--- src/hw/rtl/go_back_n_arq_endpoint_top_defines.svh ---
// assertion macros for the go-back-n endpoint
// used by go_back_n_arq_endpoint_top, expects clk and rst_n in scope
`ifndef GO_BACK_N_ARQ_ENDPOINT_TOP_DEFINES_SVH
`define GO_BACK_N_ARQ_ENDPOINT_TOP_DEFINES_SVH

// same-cycle implication
`define GBN_ASSERT_NOW(lbl, ante, cons, msg) \
  lbl: assert property (@(posedge clk) disable iff (!rst_n) (ante) |-> (cons)) \
    else $error(msg);

// next-cycle implication
`define GBN_ASSERT_NEXT(lbl, ante, cons, msg) \
  lbl: assert property (@(posedge clk) disable iff (!rst_n) (ante) |=> (cons)) \
    else $error(msg);

`endif

--- src/hw/rtl/gbn_arq_pkg.sv ---
// shared types and constants for the go-back-n endpoint
// no dependencies
package gbn_arq_pkg;

  localparam int DEF_WINDOW_DEPTH = 8;
  localparam int DEF_PAYLOAD_BITS = 32;
  localparam int DEF_SEQ_BITS     = 16;

  localparam int SEQ_PORT_W = 16;
  localparam int PAY_PORT_W = 32;
  localparam int TICK_W     = 32;
  localparam int TIMEOUT_W  = 8;

  localparam logic [TIMEOUT_W-1:0] TIMEOUT_RESET = 8'd5;

  typedef enum logic [1:0] {
    FUNC_SEND = 2'd0,
    FUNC_LINK = 2'd1,
    FUNC_TICK = 2'd2,
    FUNC_NONE = 2'd3
  } func_t;

  typedef enum logic [1:0] {
    KIND_DATA   = 2'd0,
    KIND_ACK    = 2'd1,
    KIND_REFUSE = 2'd2
  } kind_t;

  typedef enum logic [3:0] {
    ST_IDLE,
    ST_SEND,
    ST_DATA,
    ST_ACK,
    ST_WALK,
    ST_TICK,
    ST_SCAN_RD,
    ST_SCAN_CHK,
    ST_RS_RD,
    ST_RS_EMIT
  } st_t;

endpackage

--- src/hw/rtl/go_back_n_arq_endpoint_top.sv ---
// go-back-n arq endpoint: sender window, receiver ack logic, tick driven resend
// depends on gbn_arq_pkg and go_back_n_arq_endpoint_top_defines.svh
//
//  channel | ports                                         | direction
//  in      | in_valid in_ready in_func in_seq in_is_ack    | item in
//          | in_payload                                    |
//  out     | out_valid out_ready out_kind out_seq          | item out
//          | out_payload out_last                          |
//  cfg     | cfg_valid cfg_ready cfg_data                  | timeout write
//
// send and received data items: taken in idle, then emitted once the output register is free
// received ack: taken in idle, range checked in the ack state, then the walk state moves the base one step at a time
// tick: taken in idle, then each slot scanned for age needs a read and a check state, and each packet
//   resent a read and an emit state; the single registered read port of the slot memories sets this split
// reset is synchronous, active low; the slot memories are not cleared
// an item can be taken while a result still waits in the output register
`include "go_back_n_arq_endpoint_top_defines.svh"

module go_back_n_arq_endpoint_top #(
  parameter int WINDOW_DEPTH = gbn_arq_pkg::DEF_WINDOW_DEPTH,
  parameter int PAYLOAD_BITS = gbn_arq_pkg::DEF_PAYLOAD_BITS,
  parameter int SEQ_BITS     = gbn_arq_pkg::DEF_SEQ_BITS
) (
  input  logic                                 clk,
  input  logic                                 rst_n,
  input  logic                                 in_valid,
  output logic                                 in_ready,
  input  logic [1:0]                           in_func,
  input  logic [gbn_arq_pkg::SEQ_PORT_W-1:0]   in_seq,
  input  logic                                 in_is_ack,
  input  logic [gbn_arq_pkg::PAY_PORT_W-1:0]   in_payload,
  output logic                                 out_valid,
  input  logic                                 out_ready,
  output logic [1:0]                           out_kind,
  output logic [gbn_arq_pkg::SEQ_PORT_W-1:0]   out_seq,
  output logic [gbn_arq_pkg::PAY_PORT_W-1:0]   out_payload,
  output logic                                 out_last,
  input  logic                                 cfg_valid,
  output logic                                 cfg_ready,
  input  logic [gbn_arq_pkg::TIMEOUT_W-1:0]    cfg_data
);

  localparam int SLOT_BITS = $clog2(WINDOW_DEPTH);
  localparam longint unsigned SEQ_MAX = (64'd1 << SEQ_BITS) - 64'd1;
  localparam longint unsigned WIN_LIMIT =
    (longint'(WINDOW_DEPTH) < SEQ_MAX) ? longint'(WINDOW_DEPTH) : SEQ_MAX;
  localparam int CNT_BITS = $clog2(WIN_LIMIT + 1);
  localparam logic [SEQ_BITS-1:0]  LIMIT_SEQ = SEQ_BITS'(WIN_LIMIT);
  localparam logic [SLOT_BITS-1:0] SLOT_LAST = SLOT_BITS'(WINDOW_DEPTH - 1);
  localparam int TW = gbn_arq_pkg::TICK_W;
  localparam int SW = gbn_arq_pkg::SEQ_PORT_W;
  localparam int PW = gbn_arq_pkg::PAY_PORT_W;

  gbn_arq_pkg::st_t st_r, st_nxt;

  logic [SEQ_BITS-1:0]     base_r, base_nxt, next_r, next_nxt, exp_r, exp_nxt;
  logic [SLOT_BITS-1:0]    base_slot_r, base_slot_nxt, next_slot_r, next_slot_nxt;
  logic [SEQ_BITS-1:0]     cur_r, cur_nxt, seq_r, seq_nxt;
  logic [SLOT_BITS-1:0]    cur_slot_r, cur_slot_nxt;
  logic [CNT_BITS-1:0]     rem_r, rem_nxt;
  logic [TW-1:0]           tick_r, tick_nxt;
  logic [gbn_arq_pkg::TIMEOUT_W-1:0] timeout_r;
  logic [PAYLOAD_BITS-1:0] pay_r, pay_nxt;

  logic                    out_valid_r, out_valid_nxt, out_last_r, out_last_nxt;
  gbn_arq_pkg::kind_t      out_kind_r, out_kind_nxt;
  logic [SW-1:0]           out_seq_r, out_seq_nxt;
  logic [PW-1:0]           out_pay_r, out_pay_nxt;

  logic [PAYLOAD_BITS-1:0] pay_mem [WINDOW_DEPTH];
  logic [TW-1:0]           stamp_mem [WINDOW_DEPTH];
  logic [PAYLOAD_BITS-1:0] pay_rd_r;
  logic [TW-1:0]           stamp_rd_r;
  logic                    pay_we, stamp_we;
  logic [SLOT_BITS-1:0]    wr_slot;

  logic [SEQ_BITS-1:0]     outstanding, adv_seq_in, adv_seq_out;
  logic [SLOT_BITS-1:0]    adv_slot_in, adv_slot_out;
  logic                    out_free, expired;

  assign outstanding = next_r - base_r;
  assign out_free    = !out_valid_r || out_ready;
  assign expired     = (tick_r - stamp_rd_r) >= {{(TW - gbn_arq_pkg::TIMEOUT_W){1'b0}}, timeout_r};

  // shared sequence/slot step unit
  always_comb begin
    case (st_r)
      gbn_arq_pkg::ST_SEND: begin
        adv_seq_in  = next_r;
        adv_slot_in = next_slot_r;
      end
      gbn_arq_pkg::ST_WALK: begin
        adv_seq_in  = base_r;
        adv_slot_in = base_slot_r;
      end
      default: begin
        adv_seq_in  = cur_r;
        adv_slot_in = cur_slot_r;
      end
    endcase
    adv_seq_out = adv_seq_in + SEQ_BITS'(1);
    if (adv_seq_out == '0 || adv_slot_in == SLOT_LAST) begin
      adv_slot_out = '0;
    end else begin
      adv_slot_out = adv_slot_in + SLOT_BITS'(1);
    end
  end

  always_comb begin
    st_nxt        = st_r;
    base_nxt      = base_r;
    base_slot_nxt = base_slot_r;
    next_nxt      = next_r;
    next_slot_nxt = next_slot_r;
    exp_nxt       = exp_r;
    cur_nxt       = cur_r;
    cur_slot_nxt  = cur_slot_r;
    rem_nxt       = rem_r;
    tick_nxt      = tick_r;
    seq_nxt       = seq_r;
    pay_nxt       = pay_r;
    out_valid_nxt = out_valid_r && !out_ready;
    out_kind_nxt  = out_kind_r;
    out_seq_nxt   = out_seq_r;
    out_pay_nxt   = out_pay_r;
    out_last_nxt  = out_last_r;
    pay_we        = 1'b0;
    stamp_we      = 1'b0;
    wr_slot       = next_slot_r;
    in_ready      = 1'b0;

    case (st_r)
      gbn_arq_pkg::ST_IDLE: begin
        in_ready = 1'b1;
        if (in_valid) begin
          seq_nxt = SEQ_BITS'(in_seq);
          pay_nxt = PAYLOAD_BITS'(in_payload);
          case (gbn_arq_pkg::func_t'(in_func))
            gbn_arq_pkg::FUNC_SEND: st_nxt = gbn_arq_pkg::ST_SEND;
            gbn_arq_pkg::FUNC_LINK: begin
              st_nxt = in_is_ack ? gbn_arq_pkg::ST_ACK : gbn_arq_pkg::ST_DATA;
            end
            gbn_arq_pkg::FUNC_TICK: begin
              tick_nxt = tick_r + TW'(1);
              st_nxt   = gbn_arq_pkg::ST_TICK;
            end
            default: st_nxt = gbn_arq_pkg::ST_IDLE;
          endcase
        end
      end
      gbn_arq_pkg::ST_SEND: begin
        if (out_free) begin
          out_valid_nxt = 1'b1;
          out_last_nxt  = 1'b1;
          if (outstanding < LIMIT_SEQ) begin
            out_kind_nxt  = gbn_arq_pkg::KIND_DATA;
            out_seq_nxt   = SW'(next_r);
            out_pay_nxt   = PW'(pay_r);
            pay_we        = 1'b1;
            stamp_we      = 1'b1;
            wr_slot       = next_slot_r;
            next_nxt      = adv_seq_out;
            next_slot_nxt = adv_slot_out;
          end else begin
            out_kind_nxt = gbn_arq_pkg::KIND_REFUSE;
            out_seq_nxt  = '0;
            out_pay_nxt  = '0;
          end
          st_nxt = gbn_arq_pkg::ST_IDLE;
        end
      end
      gbn_arq_pkg::ST_DATA: begin
        if (out_free) begin
          out_valid_nxt = 1'b1;
          out_last_nxt  = 1'b1;
          out_kind_nxt  = gbn_arq_pkg::KIND_ACK;
          out_pay_nxt   = '0;
          if (seq_r == exp_r) begin
            out_seq_nxt = SW'(exp_r);
            exp_nxt     = exp_r + SEQ_BITS'(1);
          end else begin
            out_seq_nxt = SW'(exp_r - SEQ_BITS'(1));
          end
          st_nxt = gbn_arq_pkg::ST_IDLE;
        end
      end
      gbn_arq_pkg::ST_ACK: begin
        if ((seq_r - base_r) < outstanding) begin
          st_nxt = gbn_arq_pkg::ST_WALK;
        end else begin
          st_nxt = gbn_arq_pkg::ST_IDLE;
        end
      end
      gbn_arq_pkg::ST_WALK: begin
        base_nxt      = adv_seq_out;
        base_slot_nxt = adv_slot_out;
        if (adv_seq_out == seq_r + SEQ_BITS'(1)) begin
          st_nxt = gbn_arq_pkg::ST_IDLE;
        end
      end
      gbn_arq_pkg::ST_TICK: begin
        cur_nxt      = base_r;
        cur_slot_nxt = base_slot_r;
        rem_nxt      = CNT_BITS'(outstanding);
        st_nxt       = (outstanding == '0) ? gbn_arq_pkg::ST_IDLE : gbn_arq_pkg::ST_SCAN_RD;
      end
      gbn_arq_pkg::ST_SCAN_RD: begin
        st_nxt = gbn_arq_pkg::ST_SCAN_CHK;
      end
      gbn_arq_pkg::ST_SCAN_CHK: begin
        if (expired) begin
          cur_nxt      = base_r;
          cur_slot_nxt = base_slot_r;
          rem_nxt      = CNT_BITS'(outstanding);
          st_nxt       = gbn_arq_pkg::ST_RS_RD;
        end else if (rem_r == CNT_BITS'(1)) begin
          st_nxt = gbn_arq_pkg::ST_IDLE;
        end else begin
          cur_nxt      = adv_seq_out;
          cur_slot_nxt = adv_slot_out;
          rem_nxt      = rem_r - CNT_BITS'(1);
          st_nxt       = gbn_arq_pkg::ST_SCAN_RD;
        end
      end
      gbn_arq_pkg::ST_RS_RD: begin
        st_nxt = gbn_arq_pkg::ST_RS_EMIT;
      end
      gbn_arq_pkg::ST_RS_EMIT: begin
        if (out_free) begin
          out_valid_nxt = 1'b1;
          out_kind_nxt  = gbn_arq_pkg::KIND_DATA;
          out_seq_nxt   = SW'(cur_r);
          out_pay_nxt   = PW'(pay_rd_r);
          out_last_nxt  = (rem_r == CNT_BITS'(1));
          stamp_we      = 1'b1;
          wr_slot       = cur_slot_r;
          cur_nxt       = adv_seq_out;
          cur_slot_nxt  = adv_slot_out;
          rem_nxt       = rem_r - CNT_BITS'(1);
          st_nxt        = (rem_r == CNT_BITS'(1)) ? gbn_arq_pkg::ST_IDLE
                                                  : gbn_arq_pkg::ST_RS_RD;
        end
      end
      default: st_nxt = gbn_arq_pkg::ST_IDLE;
    endcase
  end

  always_ff @(posedge clk) begin
    if (!rst_n) begin
      st_r        <= gbn_arq_pkg::ST_IDLE;
      base_r      <= '0;
      base_slot_r <= '0;
      next_r      <= '0;
      next_slot_r <= '0;
      exp_r       <= '0;
      tick_r      <= '0;
      timeout_r   <= gbn_arq_pkg::TIMEOUT_RESET;
      out_valid_r <= 1'b0;
    end else begin
      st_r        <= st_nxt;
      base_r      <= base_nxt;
      base_slot_r <= base_slot_nxt;
      next_r      <= next_nxt;
      next_slot_r <= next_slot_nxt;
      exp_r       <= exp_nxt;
      tick_r      <= tick_nxt;
      out_valid_r <= out_valid_nxt;
      if (cfg_valid) begin
        timeout_r <= cfg_data;
      end
    end
  end

  always_ff @(posedge clk) begin
    cur_r       <= cur_nxt;
    cur_slot_r  <= cur_slot_nxt;
    rem_r       <= rem_nxt;
    seq_r       <= seq_nxt;
    pay_r       <= pay_nxt;
    out_kind_r  <= out_kind_nxt;
    out_seq_r   <= out_seq_nxt;
    out_pay_r   <= out_pay_nxt;
    out_last_r  <= out_last_nxt;
  end

  // slot memories, one registered read port at the cursor
  always_ff @(posedge clk) begin
    if (pay_we) begin
      pay_mem[wr_slot] <= pay_r;
    end
    if (stamp_we) begin
      stamp_mem[wr_slot] <= tick_r;
    end
    pay_rd_r   <= pay_mem[cur_slot_r];
    stamp_rd_r <= stamp_mem[cur_slot_r];
  end

  assign cfg_ready   = 1'b1;
  assign out_valid   = out_valid_r;
  assign out_kind    = out_kind_r;
  assign out_seq     = out_seq_r;
  assign out_payload = out_pay_r;
  assign out_last    = out_last_r;

  `GBN_ASSERT_NOW(a_window_bound, 1'b1, outstanding <= LIMIT_SEQ, "window over limit")
  `GBN_ASSERT_NOW(a_walk_inside, st_r == gbn_arq_pkg::ST_WALK, outstanding != '0, "ack walk past next")
  `GBN_ASSERT_NEXT(a_tick_hold, st_r != gbn_arq_pkg::ST_IDLE, $stable(tick_r), "tick moved mid item")
  `GBN_ASSERT_NEXT(a_send_step, st_r == gbn_arq_pkg::ST_SEND && out_free && outstanding < LIMIT_SEQ, next_r == $past(next_r) + SEQ_BITS'(1), "send did not advance next")

endmodule

--- config.mk ---
export PLATFORM = sky130hd
export DESIGN_NAME = go_back_n_arq_endpoint_top
export DESIGN_NICKNAME = d
export VERILOG_FILES = /design/src/hw/rtl/gbn_arq_pkg.sv /design/src/hw/rtl/go_back_n_arq_endpoint_top.sv
export VERILOG_INCLUDE_DIRS = /design/src /design/src/hw/rtl
export SDC_FILE = /design/constraint.sdc
export NUM_CORES = 1
export LEC_CHECK = 0
export BUFFER_PORTS_ARGS = -buffer_cell sky130_fd_sc_hd__buf_2
export CAP_MARGIN = 30
export CORE_ASPECT_RATIO = 1.25
export CORE_UTILIZATION = 55
export DETAILED_ROUTE_END_ITERATION = 8
export GPL_ROUTABILITY_DRIVEN = 0
export PLACE_DENSITY = 0.75
export SYNTH_ARGS = -nofsm -noshare
export SYNTH_HDL_FRONTEND = slang
export SYNTH_SLANG_ARGS = --single-unit
--- constraint.sdc ---
create_clock -name clk -period 10.6 [get_ports clk]
set_input_delay 1.59 -clock clk [delete_from_list [all_inputs] [get_ports clk]]
set_output_delay 1.59 -clock clk [all_outputs]
set_load 0.05 [all_outputs]
* Yosys cells after proc, flatten, opt, wreduce, memory -nomap -nowiden *
Memory sizes are Yosys's and may differ from the RTL's. A register that Yosys moved wholly into a read port is not among the register bits.
Index checks and enable logic that the tools add are counted.

storage, ports and cells
  register bits = 221
  RAM bits = 512
  input bits = 64
  output and inout port bits = 54
  logic and storage cells = 137
  memories = 2

cells by class
  add/sub/neg operators = 10
  $lt $le $gt $ge = 3
  equal/unequal tests = 22
  multiplexer cells = 60
  reductions and logical operators = 22

memory list
  name       words  width  read ports  clocked after memory_dff  wr ports  RTL line                          RTL
  pay_mem    8      32     1           1                         1         go_back_n_arq_endpoint_top.sv:70  logic [PAYLOAD_BITS-1:0] pay_mem [WINDOW_DEPTH];
  stamp_mem  8      32     1           1                         1         go_back_n_arq_endpoint_top.sv:71  logic [TW-1:0] stamp_mem [WINDOW_DEPTH];

operators with widths
  operator                                                                number
  16-bit 2-to-1 mux                                                       8
  32-bit 2-to-1 mux                                                       4
  16-bit one-hot mux with 3 select lines                                  2
  32-bit one-hot mux with 3 select lines                                  1
  16-bit by 1-bit adder with 16-bit output (second input constant)        3
  4-bit 2-to-1 mux                                                        9
  4-bit one-hot mux with 9 select lines                                   1
  32-bit by 1-bit adder with 32-bit output (second input constant)        1
  16-bit equality test                                                    2
  32-bit by 8-bit >= comparator with 1-bit output                         1
  16-bit zero test                                                        2
  16-bit one-hot mux with 2 select lines                                  1
  16-bit subtractor                                                       2
  32-bit subtractor                                                       1
  3-bit 2-to-1 mux                                                        9
  3-bit one-hot mux with 3 select lines                                   2
  4-bit by 3-bit equality test with 1-bit output (second input constant)  4
  16-bit < comparator                                                     1
  16-bit by 4-bit < comparator with 1-bit output (second input constant)  1
  16-bit by 1-bit subtractor with 16-bit output (second input constant)   1
  3-bit AND reduction                                                     5
  1-bit 2-to-1 mux                                                        14
  4-bit one-hot mux with 3 select lines                                   1
  2-bit != test (second input constant)                                   5
  other kinds (25)                                                        36

* Depth between registers and ports, before layout *
  depth in word-level cells = 9
  mapped depth = 23
  gate-level depth less buffers = 23

* Worst setup path after synthesis *
OpenSTA, ideal clock, no wires.

  path kind = register -> register
  from = reg base_r[0]
  to = mem pay_mem[2][0] (netlist bit), enable pin
  library setup time = 0.461 ns
  arrival = 5.212 ns
  data required time = 10.139 ns
  setup slack = 4.927 ns
  cell stages (with the launch flop) = 13
  buffers on the path = 0
  path through = dfxtp_1 ha_1 inv_1 fa_1 a211oi_1 o211ai_1 a221o_1 xnor2_1 nor4b_1 nor4b_1 and4_1 nand3_1 nor3_1

on the way
  cells in the longest elaborated chain, start to end = 7

ends and longest elaborated chain
  element                                         RTL line                           RTL
  from (decl)                                     go_back_n_arq_endpoint_top.sv:56   logic [SEQ_BITS-1:0] base_r, base_nxt, next_r, next_nxt, exp_r, exp_nxt;
  from (signal assigned)                          go_back_n_arq_endpoint_top.sv:261  base_r <= base_nxt;
  16-bit subtractor                               go_back_n_arq_endpoint_top.sv:81   assign outstanding = next_r - base_r;
  16-bit by 4-bit < comparator with 1-bit output  go_back_n_arq_endpoint_top.sv:155  if (outstanding < LIMIT_SEQ) begin
  1-bit 2-to-1 mux                                go_back_n_arq_endpoint_top.sv:155
  1-bit 2-to-1 mux                                go_back_n_arq_endpoint_top.sv:152  if (out_free) begin
  1-bit 2-to-1 mux                                go_back_n_arq_endpoint_top.sv:132  case (st_r)
  1-bit 2-to-1 mux                                go_back_n_arq_endpoint_top.sv:288  if (pay_we) begin
  1-bit 2-to-1 mux (implied by the code)          go_back_n_arq_endpoint_top.sv:289  pay_mem[wr_slot] <= pay_r;
  to (decl)                                       go_back_n_arq_endpoint_top.sv:70

No other way between the ends.

* Final worst setup path *
  from = reg tick_r[6]
  to = reg cur_r[0] (data pin)

on the way
  cells in the longest elaborated chain, start to end = 4

ends and longest elaborated chain
  element                                          RTL line                           RTL
  from (decl)                                      go_back_n_arq_endpoint_top.sv:61   logic [TW-1:0] tick_r, tick_nxt;
  from (signal assigned)                           go_back_n_arq_endpoint_top.sv:266  tick_r <= tick_nxt;
  32-bit subtractor                                go_back_n_arq_endpoint_top.sv:83   assign expired = (tick_r - stamp_rd_r) >= {{(TW - gbn_arq_pkg::TIMEOUT_W){1'b0}}, timeout_r};
  32-bit by 8-bit >= comparator with 1-bit output  go_back_n_arq_endpoint_top.sv:83
  16-bit 2-to-1 mux                                go_back_n_arq_endpoint_top.sv:211  if (expired) begin
  16-bit one-hot mux with 3 select lines           go_back_n_arq_endpoint_top.sv:132
  via cur_nxt[0]                                   go_back_n_arq_endpoint_top.sv:58   logic [SEQ_BITS-1:0] cur_r, cur_nxt, seq_r, seq_nxt;
  to (signal assigned)                             go_back_n_arq_endpoint_top.sv:275  cur_r <= cur_nxt;
  to (decl)                                        go_back_n_arq_endpoint_top.sv:58

The timed path passes the listed nets, and every way through them passes these cells.
A chain may end at the register's enable or synchronous reset.

==> impl_metrics.tcl <==
set metrics [dict create \
    status "completed" \
    worstReg2RegStart "tick_r[6]" \
    finalWirelength_um 85200 \
    io_buffers 116 \
    crit_fanout 13 \
    cts_hold_buf 0 \
    p_leak_nw 13.8 \
    syn2layout_area_growth_pct 12.5 \
    cts_setup_buffers 0 \
    slew_violations 0 \
    synth_async_sr_flop_share_pct 0 \
    clkTransAtPathRegs_ns 0.07 \
    die_h_um 287 \
    numCtsBuffers 80 \
    cpPeakStageDelay_ns 0.77 \
    route.antenna.remaining_nets 0 \
    drive_gt1_share_pct 19.4 \
    dp_hpwl_um 53300 \
    yosysSeqAreaShare_pct 62.6 \
    cts_max_path_buffers 3 \
    num_antenna_cells 0 \
    worstPathArrival_ns 5.85 \
    cp_top_family "compound AO/OA/AOI/OAI gates" \
    drt_iter0_drc 2077 \
    syn-cell-area_mm2 0.0356 \
    row_count 103 \
    ys.flop_type "edfxtp_1" \
    critPathLaunchType "flop" \
    slew_headroom_pct 27.0 \
    grt_setup_unrepaired "false" \
    fin_crit_ns 5.50 \
    vdd_drop_max_mv 0.206 \
    synth_xor_area_share_pct 3.62 \
    crit-reg2reg-capture "cur_r[0]" \
    synth-edff-count 634 \
    power_density_mw_per_mm2 230 \
    worst_pin_slew_ns 1.09 \
    clockRootBuffer "clkbuf_16" \
    yosys.area_share.simple_pct 8.59 \
    vias 22036 \
    power_w 0.00923 \
    synthAdderAreaFrac_pct 3.47 \
    clkPwrFrac_pct 30.7 \
    grt_max_degree 67 \
    rrSetupSlack_ns 5.10 \
    dieArea_mm2 0.0658 \
    crit_path_end_kind "flop" \
    timing.fmax_ghz 0.182 \
    boundaryPins 118 \
    ys_warn_count 0 \
    final_hold_viol_count 0 \
    cp.depth 14 \
    synthMuxAreaShare_pct 11.8 \
    finalSetupViolCount 0 \
    crit_type "flop to flop" \
    clkLatencyLatePin_ns 0.65 \
    holdCritPathClass "flop to flop" \
    fin_setup_tns_ns 0 \
    switching_share_pct 32.8 \
    crit_start "tick_r[6]" \
    setup_ws_ns 5.10 \
    fin_nets 2784 \
    p_seq_share_pct 42.7 \
    synth_compound_area_share_pct 7.54 \
    p_switching_w 0.00302 \
    grt_pass1_wl_um 130000 \
    ys_types 89 \
    syn-num-nets 2659 \
    ctsResizeCount 0 \
    drc 0 \
    dpl_worst_slack_ns 5.25 \
    combPwrFrac_pct 26.6 \
    p_int_w 0.00621 \
    core_mm2 0.0637 \
    finalClockSkew_ns 0.0453 \
    synth_top_family_by_area "multiplexers" \
    final_common_cell "edfxtp_1" \
    fin_crit_sh_pct 51.9 \
    viasPerCell 6.24 \
    cts_sinks 797 \
    cts_tree "done" \
    grtUsageTotal_pct 25.8 \
    synth-seq-cells 797 \
    drt_first_pass_iters 6 \
    start_util_pct 56.0 \
    synthCells 2498 \
    crit_end "cur_r[0]" \
    worstPathRequired_ns 10.95 \
    crit_buf_inv 1 \
    maxCapViolCount 0 \
    r2r_cells 14 \
    grt_pass1_vias 22222 \
    cts_max_level 3 \
    cp_cell_sequence "ha_1, a2111oi_1, a21oi_1, xor2_1, ha_1, a2111oi_0, o221ai_1, a2111oi_0, and4_1, nand4_1, and4bb_2, a21oi_2, buf_4, mux2_1" \
    final_cell_mix "edfxtp_1, dfxtp_1, nand2_1" \
    grt-ovfl-total 0 \
    cp_slowest_cell "a2111oi_1" \
    dieWidth_um 230 \
    wl_per_cell_um 24.1 \
    avgSynthCellArea_um2 14.3 \
    antenna_found_initial 2 \
]
[how the worst min path moves through the flow]
stage	startpoint	to	slack, ns	cells after the start
3_5_place_dp	base_slot_r[2]	base_slot_r[2]	0.45	2
6_report	base_slot_r[2]	base_slot_r[2]	0.46	2
2_1_floorplan	base_slot_r[2]	base_slot_r[2]	0.44	2
3_3_place_gp	base_slot_r[2]	base_slot_r[2]	0.44	2
5_1_grt	base_slot_r[2]	base_slot_r[2]	0.49	2
4_1_cts	base_slot_r[2]	base_slot_r[2]	0.46	2
[registers in the layout (all words and copies together), names as in the netlist, 32 cells and up]
register and flops:
stamp_mem 256, pay_rd_r 32, pay_mem 256, stamp_rd_r 32, tick_r 32, out_payload 32, pay_r 32
[worst reg2reg max path: cells and delay by family, from the launching register on]
| family | cells | cell delay, ns |
|---|---|---|
| adder cells (fa/ha/maj) | 2 | 0.69 |
| AND/OR/NAND/NOR | 3 | 0.78 |
| XOR/XNOR | 1 | 0.19 |
| AO/OA/AOI/OAI | 6 | 2.33 |
| multiplexers | 1 | 0.35 |
| buffers and inverters | 1 | 0.32 |
| flip-flops | 1 | 0.57 |
[metal layers]
| layer | track usage [%] | routed length, um | vias up |
|---|---|---|---|
| li1 | - | - | 9843 |
| met1 | 33.2 | 34100 | 11085 |
| met2 | 44.2 | 42800 | 926 |
| met3 | 3.50 | 5200 | 180 |
| met4 | 10.9 | 3080 | 2 |
| met5 | 0 | 11 | - |
[logic make-up after synthesis]
| family | count (synthesis) |
|---|---|
| AOI/OAI and AO/OA | 392 |
| muxes | 250 |
| xor gates and xnor gates | 144 |
| DFF | 797 |
| and+or+nand+nor | 605 |
| other | 1 |
| buffers and inverters | 212 |
| adders and majority gates | 97 |
[final cells by class]
type                    instances  area (um2)
repair buffers                155        1080
flip-flops and latches        797       22300
clock inverters                38         464
inverters                     100         375
fillers                      4510       23600
well taps                     840        1050
clock buffers                 110        2200
multi-input cells            1489       12600
[cells in the mapped netlist, types with 9 or more instances]
| cell | number | area [um2] |
|---|---|---|
| inv_1 | 100 | 375 |
| a22oi_1 | 26 | 195 |
| a22o_1 | 36 | 315 |
| nor3_1 | 26 | 130 |
| a21o_1 | 19 | 143 |
| a211oi_1 | 26 | 195 |
| nor4_1 | 19 | 119 |
| o221ai_1 | 9 | 78.8 |
| nor2_1 | 156 | 586 |
| edfxtp_1 | 634 | 19000 |
| mux2_2 | 70 | 788 |
| nand2b_1 | 16 | 100 |
| mux2_1 | 10 | 113 |
| nand4_1 | 30 | 188 |
| buf_1 | 18 | 67.6 |
| clkbuf_1 | 78 | 293 |
| xnor2_1 | 74 | 648 |
| and2_1 | 13 | 81.3 |
| ha_1 | 94 | 1180 |
| nand2_1 | 154 | 578 |
| nand3_1 | 48 | 240 |
| a2111oi_0 | 9 | 78.8 |
| o211ai_1 | 11 | 82.6 |
| mux4_2 | 128 | 2880 |
| xor2_1 | 68 | 596 |
| mux2i_1 | 42 | 420 |
| o31ai_1 | 10 | 75.1 |
| dfxtp_1 | 163 | 3260 |
| and3_1 | 31 | 194 |
| o21ai_0 | 63 | 315 |
| a21oi_1 | 100 | 500 |
| o21a_1 | 9 | 67.6 |
| or3_1 | 30 | 188 |
| nor2b_1 | 26 | 163 |
[power groups by stage]
stage,clock (W),sequential [W],combinational [W]
global route,0.00299,0.00396,0.00265
detailed placement,0,0.00400,0.00241
global placement,0,0.00399,0.00235
floorplan,0,0.00421,0.00152
finish,0.00283,0.00394,0.00246
CTS,0.00287,0.00394,0.00244
[per-stage QoR]
stage          hold WS, ns  std cells  cell area, um2  utilization, %
2_1_floorplan        0.436       2498           35600               -
3_3_place_gp         0.444       3369           37100            58.3
3_5_place_dp         0.454       3380           37400            58.8
4_1_cts              0.463       3528           40100            62.9
5_1_grt              0.487       3529           40100            63.0
6_report             0.461       3529           40100            63.0
No activity file was read; power rests on OpenSTA's default activity.
